===== config.mk =====
export PLATFORM = sky130hd
export DESIGN_NAME = temperature_window_alarm_flat
export DESIGN_NICKNAME = d
export VERILOG_FILES = /design/src/sv/twa_pkg.sv /design/src/sv/twa_in_if.sv /design/src/sv/twa_out_if.sv /design/src/sv/twa_ram.sv /design/src/sv/twa_update.sv /design/src/sv/temperature_window_alarm.sv /design/src/flat_wrapper.sv
export SDC_FILE = /design/constraint.sdc
export NUM_CORES = 1
export LEC_CHECK = 0
export BUFFER_PORTS_ARGS = -buffer_cell sky130_fd_sc_hd__buf_2
export CAP_MARGIN = 20
export CORE_ASPECT_RATIO = 1.1
export CORE_MARGIN = 2
export CORE_UTILIZATION = 30
export CTS_BUF_LIST = sky130_fd_sc_hd__clkbuf_4 sky130_fd_sc_hd__clkbuf_8
export DETAILED_ROUTE_END_ITERATION = 10
export GPL_ROUTABILITY_DRIVEN = 0
export MAX_ROUTING_LAYER = met4
export SLEW_MARGIN = 20
export SYNTH_ARGS = -nofsm -noshare
export SYNTH_HDL_FRONTEND = slang
export SYNTH_SLANG_ARGS = --single-unit

===== constraint.sdc =====
create_clock -name clk -period 7.15 [get_ports clk]
set_input_delay 0 -clock clk [delete_from_list [all_inputs] [get_ports clk]]
set_output_delay 0 -clock clk [all_outputs]
set_load 0.1 [all_outputs]

===== src/sv/twa_pkg.sv =====
// ----------------------------------------------------------------------------
// twa_pkg: shared types and constants of the temperature window alarm
// Widths, channel count, register indexes, cause codes and the per-channel
// state record that lives in the state RAM.
// ----------------------------------------------------------------------------
package twa_pkg;

  // Channel count and index width.
  localparam int NUM_CH = 4;
  localparam int CH_W   = 2;

  // Temperature and limit width (1/16 degree C counts).
  localparam int TEMP_W = 16;
  localparam int CNT_W  = 16;

  // Rate threshold in 1/16 degree C (0.25 degree C).
  localparam int DELTA_THRESHOLD = 4;

  // Configuration port.
  localparam int CFG_IDX_W  = 2;
  localparam int CFG_DATA_W = 64;

  localparam logic [CFG_IDX_W-1:0] REG_ENABLE_MASK = 2'd0;
  localparam logic [CFG_IDX_W-1:0] REG_HIGH_LIMITS = 2'd1;
  localparam logic [CFG_IDX_W-1:0] REG_LOW_LIMITS  = 2'd2;
  localparam logic [CFG_IDX_W-1:0] REG_TRIG_COUNTS = 2'd3;

  // Alarm cause codes.
  localparam logic [1:0] CAUSE_NONE  = 2'd0;
  localparam logic [1:0] CAUSE_OVER  = 2'd1;
  localparam logic [1:0] CAUSE_UNDER = 2'd2;
  localparam logic [1:0] CAUSE_FAULT = 2'd3;

  // One channel's state as stored in the RAM.
  typedef struct packed {
    logic [CNT_W-1:0]         count;
    logic                     alarm;
    logic [1:0]               cause;
    logic signed [TEMP_W-1:0] prev_temp;
  } entry_t;

  localparam int ENTRY_W = $bits(entry_t);

  // Result of one read-modify-write step.
  typedef struct packed {
    entry_t nxt;
    logic   write;
    logic   rate_hit;
  } upd_t;

endpackage


===== src/sv/twa_in_if.sv =====
// ----------------------------------------------------------------------------
// twa_in_if: reading channel of the temperature window alarm
// Valid/ready handshake carrying one temperature reading per item.
// ----------------------------------------------------------------------------
interface twa_in_if;

  logic                                 valid;
  logic                                 ready;
  logic                                 scan_start;
  logic [twa_pkg::CH_W-1:0]             channel;
  logic signed [twa_pkg::TEMP_W-1:0]    temperature;
  logic                                 sensor_valid;

  modport source (
    output valid, scan_start, channel, temperature, sensor_valid,
    input  ready
  );

  modport sink (
    input  valid, scan_start, channel, temperature, sensor_valid,
    output ready
  );

endinterface


===== src/sv/twa_out_if.sv =====
// ----------------------------------------------------------------------------
// twa_out_if: result channel of the temperature window alarm
// Valid/ready handshake carrying one channel status item per reading.
// ----------------------------------------------------------------------------
interface twa_out_if;

  logic                       valid;
  logic                       ready;
  logic [twa_pkg::CH_W-1:0]   channel_out;
  logic                       channel_alarm;
  logic [1:0]                 alarm_cause;
  logic                       any_alarm;
  logic                       rate_exceeded;

  modport source (
    output valid, channel_out, channel_alarm, alarm_cause, any_alarm, rate_exceeded,
    input  ready
  );

  modport sink (
    input  valid, channel_out, channel_alarm, alarm_cause, any_alarm, rate_exceeded,
    output ready
  );

endinterface


===== src/sv/twa_ram.sv =====
// ----------------------------------------------------------------------------
// twa_ram: generic single-write, single-read RAM
// One write port and one read port with registered read data. A read and a
// write of the same address in one cycle return the old contents.
// ----------------------------------------------------------------------------
module twa_ram #(
  parameter int WIDTH = 8,
  parameter int DEPTH = 4
) (
  input  logic                     clk,
  input  logic                     we,
  input  logic [$clog2(DEPTH)-1:0] waddr,
  input  logic [WIDTH-1:0]         wdata,
  input  logic                     re,
  input  logic [$clog2(DEPTH)-1:0] raddr,
  output logic [WIDTH-1:0]         rdata
);

  logic [WIDTH-1:0] mem [DEPTH];
  logic [WIDTH-1:0] rdata_r;

  // Write port.
  always_ff @(posedge clk) begin
    if (we) begin
      mem[waddr] <= wdata;
    end
  end

  // Registered read port.
  always_ff @(posedge clk) begin
    if (re) begin
      rdata_r <= mem[raddr];
    end
  end

  assign rdata = rdata_r;

endmodule


===== src/sv/twa_update.sv =====
// ----------------------------------------------------------------------------
// twa_update: per-channel state update
// Window compare, saturating persistence counter, alarm and cause update,
// and the rate-of-change check against the stored previous reading.
// ----------------------------------------------------------------------------
module twa_update (
  input  twa_pkg::entry_t                 cur,
  input  logic                            ch_ok,
  input  logic                            enabled,
  input  logic signed [twa_pkg::TEMP_W-1:0] temperature,
  input  logic                            sensor_valid,
  input  logic signed [twa_pkg::TEMP_W-1:0] high_limit,
  input  logic signed [twa_pkg::TEMP_W-1:0] low_limit,
  input  logic [twa_pkg::CNT_W-1:0]       trig_count,
  output twa_pkg::upd_t                   upd
);

  logic                              over;
  logic                              under;
  logic [twa_pkg::CNT_W-1:0]         cnt_inc;
  logic signed [twa_pkg::TEMP_W:0]   diff;
  logic [twa_pkg::TEMP_W:0]          abs_diff;
  twa_pkg::entry_t                   nxt;

  // Window tests; the high test wins when the window is inverted.
  assign over  = temperature > high_limit;
  assign under = temperature < low_limit;

  // Saturating increment of the persistence counter.
  assign cnt_inc = (&cur.count) ? cur.count : cur.count + twa_pkg::CNT_W'(1);

  // Change from the previous reading, formed one bit wider so it is exact.
  assign diff     = {temperature[twa_pkg::TEMP_W-1], temperature}
                  - {cur.prev_temp[twa_pkg::TEMP_W-1], cur.prev_temp};
  assign abs_diff = diff[twa_pkg::TEMP_W] ? (twa_pkg::TEMP_W+1)'(-diff)
                                          : (twa_pkg::TEMP_W+1)'(diff);

  // Next entry: window logic only on enabled channels, the reading always.
  always_comb begin
    nxt = cur;
    if (enabled) begin
      if (over || under) begin
        nxt.count = cnt_inc;
        if (cnt_inc > trig_count) begin
          nxt.alarm = 1'b1;
          if (!sensor_valid) begin
            nxt.cause = twa_pkg::CAUSE_FAULT;
          end else if (over) begin
            nxt.cause = twa_pkg::CAUSE_OVER;
          end else begin
            nxt.cause = twa_pkg::CAUSE_UNDER;
          end
        end
      end else begin
        nxt.count = '0;
        nxt.alarm = 1'b0;
        nxt.cause = twa_pkg::CAUSE_NONE;
      end
    end
    nxt.prev_temp = temperature;
  end

  assign upd.nxt      = nxt;
  assign upd.write    = ch_ok;
  assign upd.rate_hit = ch_ok && enabled
                     && (abs_diff > (twa_pkg::TEMP_W+1)'(twa_pkg::DELTA_THRESHOLD));

endmodule


===== src/sv/temperature_window_alarm.sv =====
// ----------------------------------------------------------------------------
// temperature_window_alarm: windowed temperature alarm with persistence
// Per-channel counter, alarm, cause and previous reading live in a small
// state RAM that is read on item accept and written back when the update stage advances.
//
//   Channel   Dir   Handshake      Payload
//   in_ch     in    valid/ready    scan_start, channel, temperature, sensor_valid
//   out_ch    out   valid/ready    channel_out, channel_alarm, alarm_cause,
//                                  any_alarm, rate_exceeded
//   cfg_*     in    write enable   cfg_index, cfg_wdata (64 bits)
//
// One item per cycle sustained while the output is not stalled; an accepted item
// passes the RAM read, then the update into the output register.
// A write-back is forwarded to the next item of the same channel, so items
// to one channel may follow back to back.
// Reset clears control state, config registers and per-entry valid bits; a
// RAM entry never written reads as all zero. No clearing pass is needed.
// A stalled result register holds the update stage, which in turn holds the
// input.
// ----------------------------------------------------------------------------
module temperature_window_alarm (
  input  logic                              clk,
  input  logic                              rst_n,
  twa_in_if.sink                            in_ch,
  twa_out_if.source                         out_ch,
  input  logic                              cfg_wr_en,
  input  logic [twa_pkg::CFG_IDX_W-1:0]     cfg_index,
  input  logic [twa_pkg::CFG_DATA_W-1:0]    cfg_wdata
);

  localparam int CH_W   = twa_pkg::CH_W;
  localparam int NUM_CH = twa_pkg::NUM_CH;
  localparam int TW     = twa_pkg::TEMP_W;

  // Configuration registers.
  logic [NUM_CH-1:0]              en_mask_r;
  logic [twa_pkg::CFG_DATA_W-1:0] hi_pk_r;
  logic [twa_pkg::CFG_DATA_W-1:0] lo_pk_r;
  logic [twa_pkg::CFG_DATA_W-1:0] trig_pk_r;

  // Update stage.
  logic                  s1_vld_r;
  logic                  s1_scan_r;
  logic [CH_W-1:0]       s1_ch_r;
  logic signed [TW-1:0]  s1_temp_r;
  logic                  s1_sv_r;
  logic                  s1_ent_vld_r;
  logic                  s1_adv;
  logic                  s1_ch_ok;

  // Forwarding of the most recent write-back.
  logic                  fwd_vld_r;
  logic [CH_W-1:0]       fwd_addr_r;
  twa_pkg::entry_t       fwd_data_r;

  // State-level registers.
  logic [NUM_CH-1:0]     entry_vld_r;
  logic [NUM_CH-1:0]     alarm_vec_r;
  logic [NUM_CH-1:0]     alarm_vec_nxt;
  logic                  rate_r;
  logic                  rate_nxt;

  // Output register.
  logic                  out_vld_r;
  logic [CH_W-1:0]       out_ch_r;
  logic                  out_alarm_r;
  logic [1:0]            out_cause_r;
  logic                  out_any_r;
  logic                  out_rate_r;

  logic                  in_acc;
  logic                  out_take;
  logic [twa_pkg::ENTRY_W-1:0] ram_rdata;
  twa_pkg::entry_t       cur;
  twa_pkg::upd_t         upd;

  // Handshake control.
  assign out_take    = out_vld_r && out_ch.ready;
  assign s1_adv      = s1_vld_r && (!out_vld_r || out_take);
  assign in_ch.ready = !s1_vld_r || s1_adv;
  assign in_acc      = in_ch.valid && in_ch.ready;
  assign s1_ch_ok    = {1'b0, s1_ch_r} < (CH_W+1)'(NUM_CH);

  // Configuration writes.
  always_ff @(posedge clk) begin
    if (!rst_n) begin
      en_mask_r <= '0;
      hi_pk_r   <= '0;
      lo_pk_r   <= '0;
      trig_pk_r <= '0;
    end else if (cfg_wr_en) begin
      case (cfg_index)
        twa_pkg::REG_ENABLE_MASK: en_mask_r <= cfg_wdata[NUM_CH-1:0];
        twa_pkg::REG_HIGH_LIMITS: hi_pk_r   <= cfg_wdata;
        twa_pkg::REG_LOW_LIMITS:  lo_pk_r   <= cfg_wdata;
        twa_pkg::REG_TRIG_COUNTS: trig_pk_r <= cfg_wdata;
        default: ;
      endcase
    end
  end

  // Channel state RAM.
  twa_ram #(
    .WIDTH (twa_pkg::ENTRY_W),
    .DEPTH (NUM_CH)
  ) u_state_ram (
    .clk   (clk),
    .we    (s1_adv && upd.write),
    .waddr (s1_ch_r),
    .wdata (upd.nxt),
    .re    (in_acc),
    .raddr (in_ch.channel),
    .rdata (ram_rdata)
  );

  // Current entry: latest write-back first, then RAM, then reset value.
  always_comb begin
    if (fwd_vld_r && (fwd_addr_r == s1_ch_r)) begin
      cur = fwd_data_r;
    end else if (s1_ent_vld_r) begin
      cur = twa_pkg::entry_t'(ram_rdata);
    end else begin
      cur = '0;
    end
  end

  twa_update u_update (
    .cur          (cur),
    .ch_ok        (s1_ch_ok),
    .enabled      (en_mask_r[s1_ch_r]),
    .temperature  (s1_temp_r),
    .sensor_valid (s1_sv_r),
    .high_limit   (hi_pk_r[s1_ch_r*TW +: TW]),
    .low_limit    (lo_pk_r[s1_ch_r*TW +: TW]),
    .trig_count   (trig_pk_r[s1_ch_r*twa_pkg::CNT_W +: twa_pkg::CNT_W]),
    .upd          (upd)
  );

  // Alarm vector and rate flag after this item.
  always_comb begin
    alarm_vec_nxt = alarm_vec_r;
    if (upd.write) begin
      alarm_vec_nxt[s1_ch_r] = upd.nxt.alarm;
    end
    rate_nxt = (s1_scan_r ? 1'b0 : rate_r) | upd.rate_hit;
  end

  // Update stage capture on accept.
  always_ff @(posedge clk) begin
    if (!rst_n) begin
      s1_vld_r <= 1'b0;
    end else if (in_acc) begin
      s1_vld_r <= 1'b1;
    end else if (s1_adv) begin
      s1_vld_r <= 1'b0;
    end
  end

  always_ff @(posedge clk) begin
    if (in_acc) begin
      s1_scan_r    <= in_ch.scan_start;
      s1_ch_r      <= in_ch.channel;
      s1_temp_r    <= in_ch.temperature;
      s1_sv_r      <= in_ch.sensor_valid;
      s1_ent_vld_r <= entry_vld_r[in_ch.channel];
    end
  end

  // State-level updates and forwarding register on write-back.
  always_ff @(posedge clk) begin
    if (!rst_n) begin
      fwd_vld_r   <= 1'b0;
      entry_vld_r <= '0;
      alarm_vec_r <= '0;
      rate_r      <= 1'b0;
    end else if (s1_adv) begin
      rate_r      <= rate_nxt;
      alarm_vec_r <= alarm_vec_nxt;
      if (upd.write) begin
        fwd_vld_r            <= 1'b1;
        entry_vld_r[s1_ch_r] <= 1'b1;
      end
    end
  end

  always_ff @(posedge clk) begin
    if (s1_adv && upd.write) begin
      fwd_addr_r <= s1_ch_r;
      fwd_data_r <= upd.nxt;
    end
  end

  // Output register.
  always_ff @(posedge clk) begin
    if (!rst_n) begin
      out_vld_r <= 1'b0;
    end else if (s1_adv) begin
      out_vld_r <= 1'b1;
    end else if (out_take) begin
      out_vld_r <= 1'b0;
    end
  end

  always_ff @(posedge clk) begin
    if (s1_adv) begin
      out_ch_r    <= s1_ch_r;
      out_alarm_r <= s1_ch_ok ? upd.nxt.alarm : 1'b0;
      out_cause_r <= s1_ch_ok ? upd.nxt.cause : twa_pkg::CAUSE_NONE;
      out_any_r   <= |alarm_vec_nxt;
      out_rate_r  <= rate_nxt;
    end
  end

  assign out_ch.valid         = out_vld_r;
  assign out_ch.channel_out   = out_ch_r;
  assign out_ch.channel_alarm = out_alarm_r;
  assign out_ch.alarm_cause   = out_cause_r;
  assign out_ch.any_alarm     = out_any_r;
  assign out_ch.rate_exceeded = out_rate_r;

  // The delivered alarm matches the alarm vector bit of that channel.
  a_alarm_vec: assert property (@(posedge clk) disable iff (!rst_n)
    s1_adv && s1_ch_ok |=> out_alarm_r == alarm_vec_r[out_ch_r])
    else $error("alarm vector disagrees with delivered alarm");

  // A blocked update stage keeps its item.
  a_s1_hold: assert property (@(posedge clk) disable iff (!rst_n)
    s1_vld_r && !s1_adv |=> s1_vld_r && $stable(s1_ch_r) && $stable(s1_temp_r))
    else $error("update stage lost its item while blocked");

  // Scan start without a new rate hit leaves the rate flag clear.
  a_scan_clear: assert property (@(posedge clk) disable iff (!rst_n)
    s1_adv && s1_scan_r && !upd.rate_hit |=> !rate_r && !out_rate_r)
    else $error("rate flag not cleared at scan start");

  // An accepted item always reaches the update stage.
  a_accept: assert property (@(posedge clk) disable iff (!rst_n)
    in_acc |=> s1_vld_r)
    else $error("accepted item missing from update stage");

endmodule

===== src/flat_wrapper.sv =====
// flat-port wrapper written by rule: the top's interface ports become plain ports
module temperature_window_alarm_flat 
  (clk, rst_n, cfg_wr_en, cfg_index, cfg_wdata, in_ch_valid, in_ch_scan_start, in_ch_channel, in_ch_temperature, in_ch_sensor_valid, in_ch_ready, out_ch_valid, out_ch_channel_out, out_ch_channel_alarm, out_ch_alarm_cause, out_ch_any_alarm, out_ch_rate_exceeded, out_ch_ready);
  twa_in_if in_ch_i ();
  twa_out_if out_ch_i ();
  input  logic clk;
  input  logic rst_n;
  input  logic cfg_wr_en;
  input  logic [twa_pkg::CFG_IDX_W-1:0] cfg_index;
  input  logic [twa_pkg::CFG_DATA_W-1:0] cfg_wdata;
  input wire logic [$bits(in_ch_i.valid)-1:0] in_ch_valid;
  input wire logic [$bits(in_ch_i.scan_start)-1:0] in_ch_scan_start;
  input wire logic [$bits(in_ch_i.channel)-1:0] in_ch_channel;
  input wire logic [$bits(in_ch_i.temperature)-1:0] in_ch_temperature;
  input wire logic [$bits(in_ch_i.sensor_valid)-1:0] in_ch_sensor_valid;
  output wire logic [$bits(in_ch_i.ready)-1:0] in_ch_ready;
  output wire logic [$bits(out_ch_i.valid)-1:0] out_ch_valid;
  output wire logic [$bits(out_ch_i.channel_out)-1:0] out_ch_channel_out;
  output wire logic [$bits(out_ch_i.channel_alarm)-1:0] out_ch_channel_alarm;
  output wire logic [$bits(out_ch_i.alarm_cause)-1:0] out_ch_alarm_cause;
  output wire logic [$bits(out_ch_i.any_alarm)-1:0] out_ch_any_alarm;
  output wire logic [$bits(out_ch_i.rate_exceeded)-1:0] out_ch_rate_exceeded;
  input wire logic [$bits(out_ch_i.ready)-1:0] out_ch_ready;
  assign in_ch_i.valid = in_ch_valid;
  assign in_ch_i.scan_start = in_ch_scan_start;
  assign in_ch_i.channel = in_ch_channel;
  assign in_ch_i.temperature = in_ch_temperature;
  assign in_ch_i.sensor_valid = in_ch_sensor_valid;
  assign in_ch_ready = in_ch_i.ready;
  assign out_ch_valid = out_ch_i.valid;
  assign out_ch_channel_out = out_ch_i.channel_out;
  assign out_ch_channel_alarm = out_ch_i.channel_alarm;
  assign out_ch_alarm_cause = out_ch_i.alarm_cause;
  assign out_ch_any_alarm = out_ch_i.any_alarm;
  assign out_ch_rate_exceeded = out_ch_i.rate_exceeded;
  assign out_ch_i.ready = out_ch_ready;
  temperature_window_alarm u_core (.clk(clk), .rst_n(rst_n), .in_ch(in_ch_i), .out_ch(out_ch_i), .cfg_wr_en(cfg_wr_en), .cfg_index(cfg_index), .cfg_wdata(cfg_wdata));
endmodule

==> run_summary.xml <==
<?xml version="1.0" encoding="UTF-8"?>
<metrics>
  <group name="die">
    <metric name="dieWidth" unit="um">253</metric>
    <metric name="start_util" unit="%">30.3</metric>
    <metric name="design.portCount" unit="">100</metric>
    <metric name="coreArea" unit="um^2">67700</metric>
    <metric name="std_cell_rows" unit="">100</metric>
    <metric name="die_y" unit="um">278</metric>
    <metric name="full_die_area" unit="um^2">70400</metric>
  </group>
  <group name="setup_path">
    <metric name="worst_ep_required" unit="ns">7.48</metric>
    <metric name="timing.critical_path.arrival" unit="ns">6.14</metric>
    <metric name="critPathCaptureType" unit="">register</metric>
    <metric name="reg_to_reg_slack_setup" unit="ns">1.34</metric>
    <metric name="criticalPathCategory" unit="">reg2reg</metric>
    <metric name="crit_path_max_fo" unit="">14</metric>
    <metric name="start_kind" unit="">register</metric>
  </group>
  <group name="clocking">
    <metric name="tritoncts" unit="">built</metric>
    <metric name="clk_path_buf_depth" unit="">3</metric>
    <metric name="number_of_setup_buffers_added_after_cts" unit="">0</metric>
    <metric name="clk_sinks" unit="">443</metric>
    <metric name="cts_inserted_buffers" unit="">76</metric>
    <metric name="cts.root.buffer_cell" unit="">clkbuf_8</metric>
    <metric name="clk_pin_slew" unit="ns">0.06</metric>
    <metric name="worstSkewPairLatency" unit="ns">0.66</metric>
    <metric name="htreeDepth" unit="">3</metric>
  </group>
  <group name="timing">
    <metric name="period_share" unit="%">81.2</metric>
    <metric name="relSlewSlack" unit="%">24.9</metric>
    <metric name="totalNegativeSetupSlack" unit="ns">0</metric>
    <metric name="final_hold_viol_count" unit="">0</metric>
    <metric name="final_count_of_pins_violating_max_slew" unit="">0</metric>
    <metric name="finalSetupViolations" unit="">0</metric>
    <metric name="finalHoldWorstSlack" unit="ns">0.0808</metric>
    <metric name="clock.fmax" unit="MHz">172</metric>
    <metric name="min_period" unit="ns">5.81</metric>
    <metric name="fin_ws" unit="ns">1.34</metric>
    <metric name="finClkSkew" unit="ns">0.0377</metric>
    <metric name="slew_worst_pin" unit="ns">1.12</metric>
    <metric name="unrepaired_setup_endpoints_after_global_routing" unit="">no</metric>
  </group>
  <group name="global_route">
    <metric name="grt_antenna_before_repair" unit="">18</metric>
    <metric name="grt_pass1_wl" unit="mm">84.9</metric>
    <metric name="largest_net_degree_at_the_start_of_global_routing" unit="">111</metric>
    <metric name="globalRoute.totalOverflow" unit="">0</metric>
    <metric name="grt_pass1_vias" unit="">14800</metric>
    <metric name="grt.total_usage" unit="%">16.0</metric>
  </group>
  <group name="yosys">
    <metric name="ys_ff_latch" unit="">443</metric>
    <metric name="synthArstFlopShare" unit="%">0</metric>
    <metric name="yosys_synthesis_warning_count" unit="">0</metric>
    <metric name="number_of_flops_mapped_to_enable_cells_by_yosys" unit="">235</metric>
    <metric name="synth_seq_area_share" unit="%">54.7</metric>
    <metric name="synth_cells" unit="">1828</metric>
    <metric name="synthFlopType" unit="">edfxtp_1</metric>
    <metric name="syn_area" unit="um^2">20500</metric>
    <metric name="synthesis.area_per_instance" unit="um^2">11.2</metric>
    <metric name="synthesis.nets" unit="">1986</metric>
    <metric name="synth_cell_type_count" unit="">78</metric>
  </group>
  <group name="placed_design">
    <metric name="port-buffer-count" unit="">99</metric>
    <metric name="dpl_worst_slack" unit="ns">1.47</metric>
    <metric name="dp.final_hpwl" unit="mm">36.0</metric>
    <metric name="dpl-instance-area" unit="um^2">21900</metric>
    <metric name="dp_cells" unit="">2759</metric>
  </group>
  <group name="power">
    <metric name="power-per-cell-area" unit="nW/um^2">239</metric>
    <metric name="maximum_vdd_drop" unit="uV">157</metric>
    <metric name="power" unit="mW">5.82</metric>
    <metric name="power_leakage" unit="nW">8.39</metric>
  </group>
  <group name="min_path">
    <metric name="timing.hold.worst.class" unit="">in2reg</metric>
  </group>
  <group name="cells_and_area">
    <metric name="layout.core_utilization" unit="%">36.1</metric>
    <metric name="mostFrequentLayoutCell" unit="">nand2_1</metric>
    <metric name="finish.instance_area" unit="um^2">24400</metric>
    <metric name="finalNonFillerCells" unit="">3007</metric>
    <metric name="syn2layout_area_growth" unit="%">19.1</metric>
    <metric name="fraction_of_final_layout_cells_sized_beyond_drive_strength_1" unit="%">17.6</metric>
    <metric name="most-common-layout-cells" unit="">nand2_1, edfxtp_1, dfxtp_1, a21boi_0, buf_2</metric>
    <metric name="nFillCells" unit="">6652</metric>
    <metric name="layout.nets" unit="">2169</metric>
  </group>
  <group name="drt">
    <metric name="drt_first_iter_violations" unit="">1099</metric>
    <metric name="routed_wire_length" unit="mm">54.4</metric>
    <metric name="residual_antenna_violating_net_count_after_detailed_routing" unit="">0</metric>
    <metric name="avgRoutedWirePerCell" unit="um">18.1</metric>
    <metric name="num_vias" unit="">14800</metric>
    <metric name="route.layer.met1.wl" unit="mm">24.1</metric>
    <metric name="top_layer_used" unit="">met4</metric>
    <metric name="route.detailed.vias_per_inst" unit="">4.92</metric>
    <metric name="met2_length" unit="mm">25.5</metric>
    <metric name="post-route-drc-count" unit="">0</metric>
    <metric name="first_pass_iteration_count_of_the_detailed_router" unit="">5</metric>
    <metric name="met3WireLength" unit="mm">3.67</metric>
  </group>
  <group name="job">
    <metric name="cap_violations" unit="">0</metric>
  </group>
  <group name="run_status">
    <metric name="status" unit="">finished, final reports clean</metric>
  </group>
</metrics>
state kept, by name, summed over array words and instances, names as in the netlist, 2 cells and up:
name and flops:
u_core.hi_pk_r 64, u_core.s1_temp_r 16, u_core.out_ch.alarm_cause 2, u_core.fwd_data_r 32, u_core.en_mask_r 4, u_core.entry_vld_r 4
u_core.alarm_vec_r 4, u_core.u_state_ram.rdata 35, u_core.lo_pk_r 64, u_core.s1_ch_r 2, u_core.out_ch.channel_out 2, u_core.u_state_ram.mem 140
u_core.trig_pk_r 64
synth_stat cells (12+ instances only):
master,count,area share [%]
nand4_1,14,0.43
nor2b_1,18,0.55
a21boi_0,194,7.1
nor2_1,44,0.81
nor3_1,16,0.39
a31oi_1,12,0.37
nand2_1,443,8.1
o21ai_0,26,0.63
inv_1,63,1.2
dfxtp_1,208,20
mux4_2,84,9.2
edfxtp_1,235,34
buf_1,14,0.26
xnor2_1,16,0.68
nand3_1,26,0.63
ha_1,66,4.0
and3_1,25,0.76
clkbuf_1,87,1.6
a21oi_1,65,1.6
o21a_1,19,0.70
cell type report:
cell class / instances / area [um^2] / share of cell area (%)
sequential: 443 / 11200 / 46.0
tap: 918 / 1150 / 4.71
timing repair buffer: 213 / 1580 / 6.49
antenna: 19 / 47.5 / 0.195
clock buffer: 112 / 1350 / 5.55
multi-input combinational: 1213 / 8660 / 35.5
clock inverter: 25 / 150 / 0.615
inverter: 64 / 240 / 0.984
cell families after synthesis:
kind of cell	share of synthesized area, %
compound gates	13.8
fa+ha+maj	4.13
buf+inv	3.23
mux	9.74
xor+xnor	1.07
simple gates	13.3
flops	54.7
final timing paths:
| check | startpoint | endpoint | cells after the start |
|---|---|---|---|
| worst max-delay path | u_core.s1_ch_r[1] | u_core.u_state_ram.mem[0][18] | 20 |
| worst min-delay path | in_ch_temperature[0] | u_core.s1_temp_r[0] | 2 |
| worst max register to register | u_core.s1_ch_r[1] | u_core.u_state_ram.mem[0][18] | 20 |
| worst min register to register | u_core.rate_r | u_core.rate_r | 2 |
per-layer routing:
layer,vias to the layer above,global-route usage (%)
met5,-,-
met4,0,3.96
met3,63,3.70
met2,475,25.2
met1,7260,20.7
li1,6994,-
worst max-delay path: stages (launching register included):
cell	delay [ns]
edfxtp_1	0.55
xnor2_1	0.59
and3_1	0.63
nand2_1	0.10
and2_4	0.17
inv_2	0.05
ha_1	0.21
and4_1	0.22
and3_1	0.31
mux2_2	0.40
ha_1	0.31
nor2b_1	0.14
o21a_1	0.16
o21ai_0	0.14
nand2b_1	0.07
a21oi_1	0.14
nor2b_1	0.05
o21ai_0	0.14
a31oi_1	0.26
a211oi_1	0.66
nor2_1	0.21
repair_timing:
item,CTS,global route
hold buffers,92,0
resized for setup,0,0
setup endpoints to repair,0,0
endpoints found under the hold margin,216,0
where the power goes:
group | switching [mW] | internal [mW] | leakage [nW]
combinational | 0.423 | 0.285 | 3.71
sequential | 0.0562 | 2.79 | 3.89
clock | 1.04 | 1.23 | 0.794
total | 1.52 | 4.30 | 8.39
(Power assumes the default switching activity.)
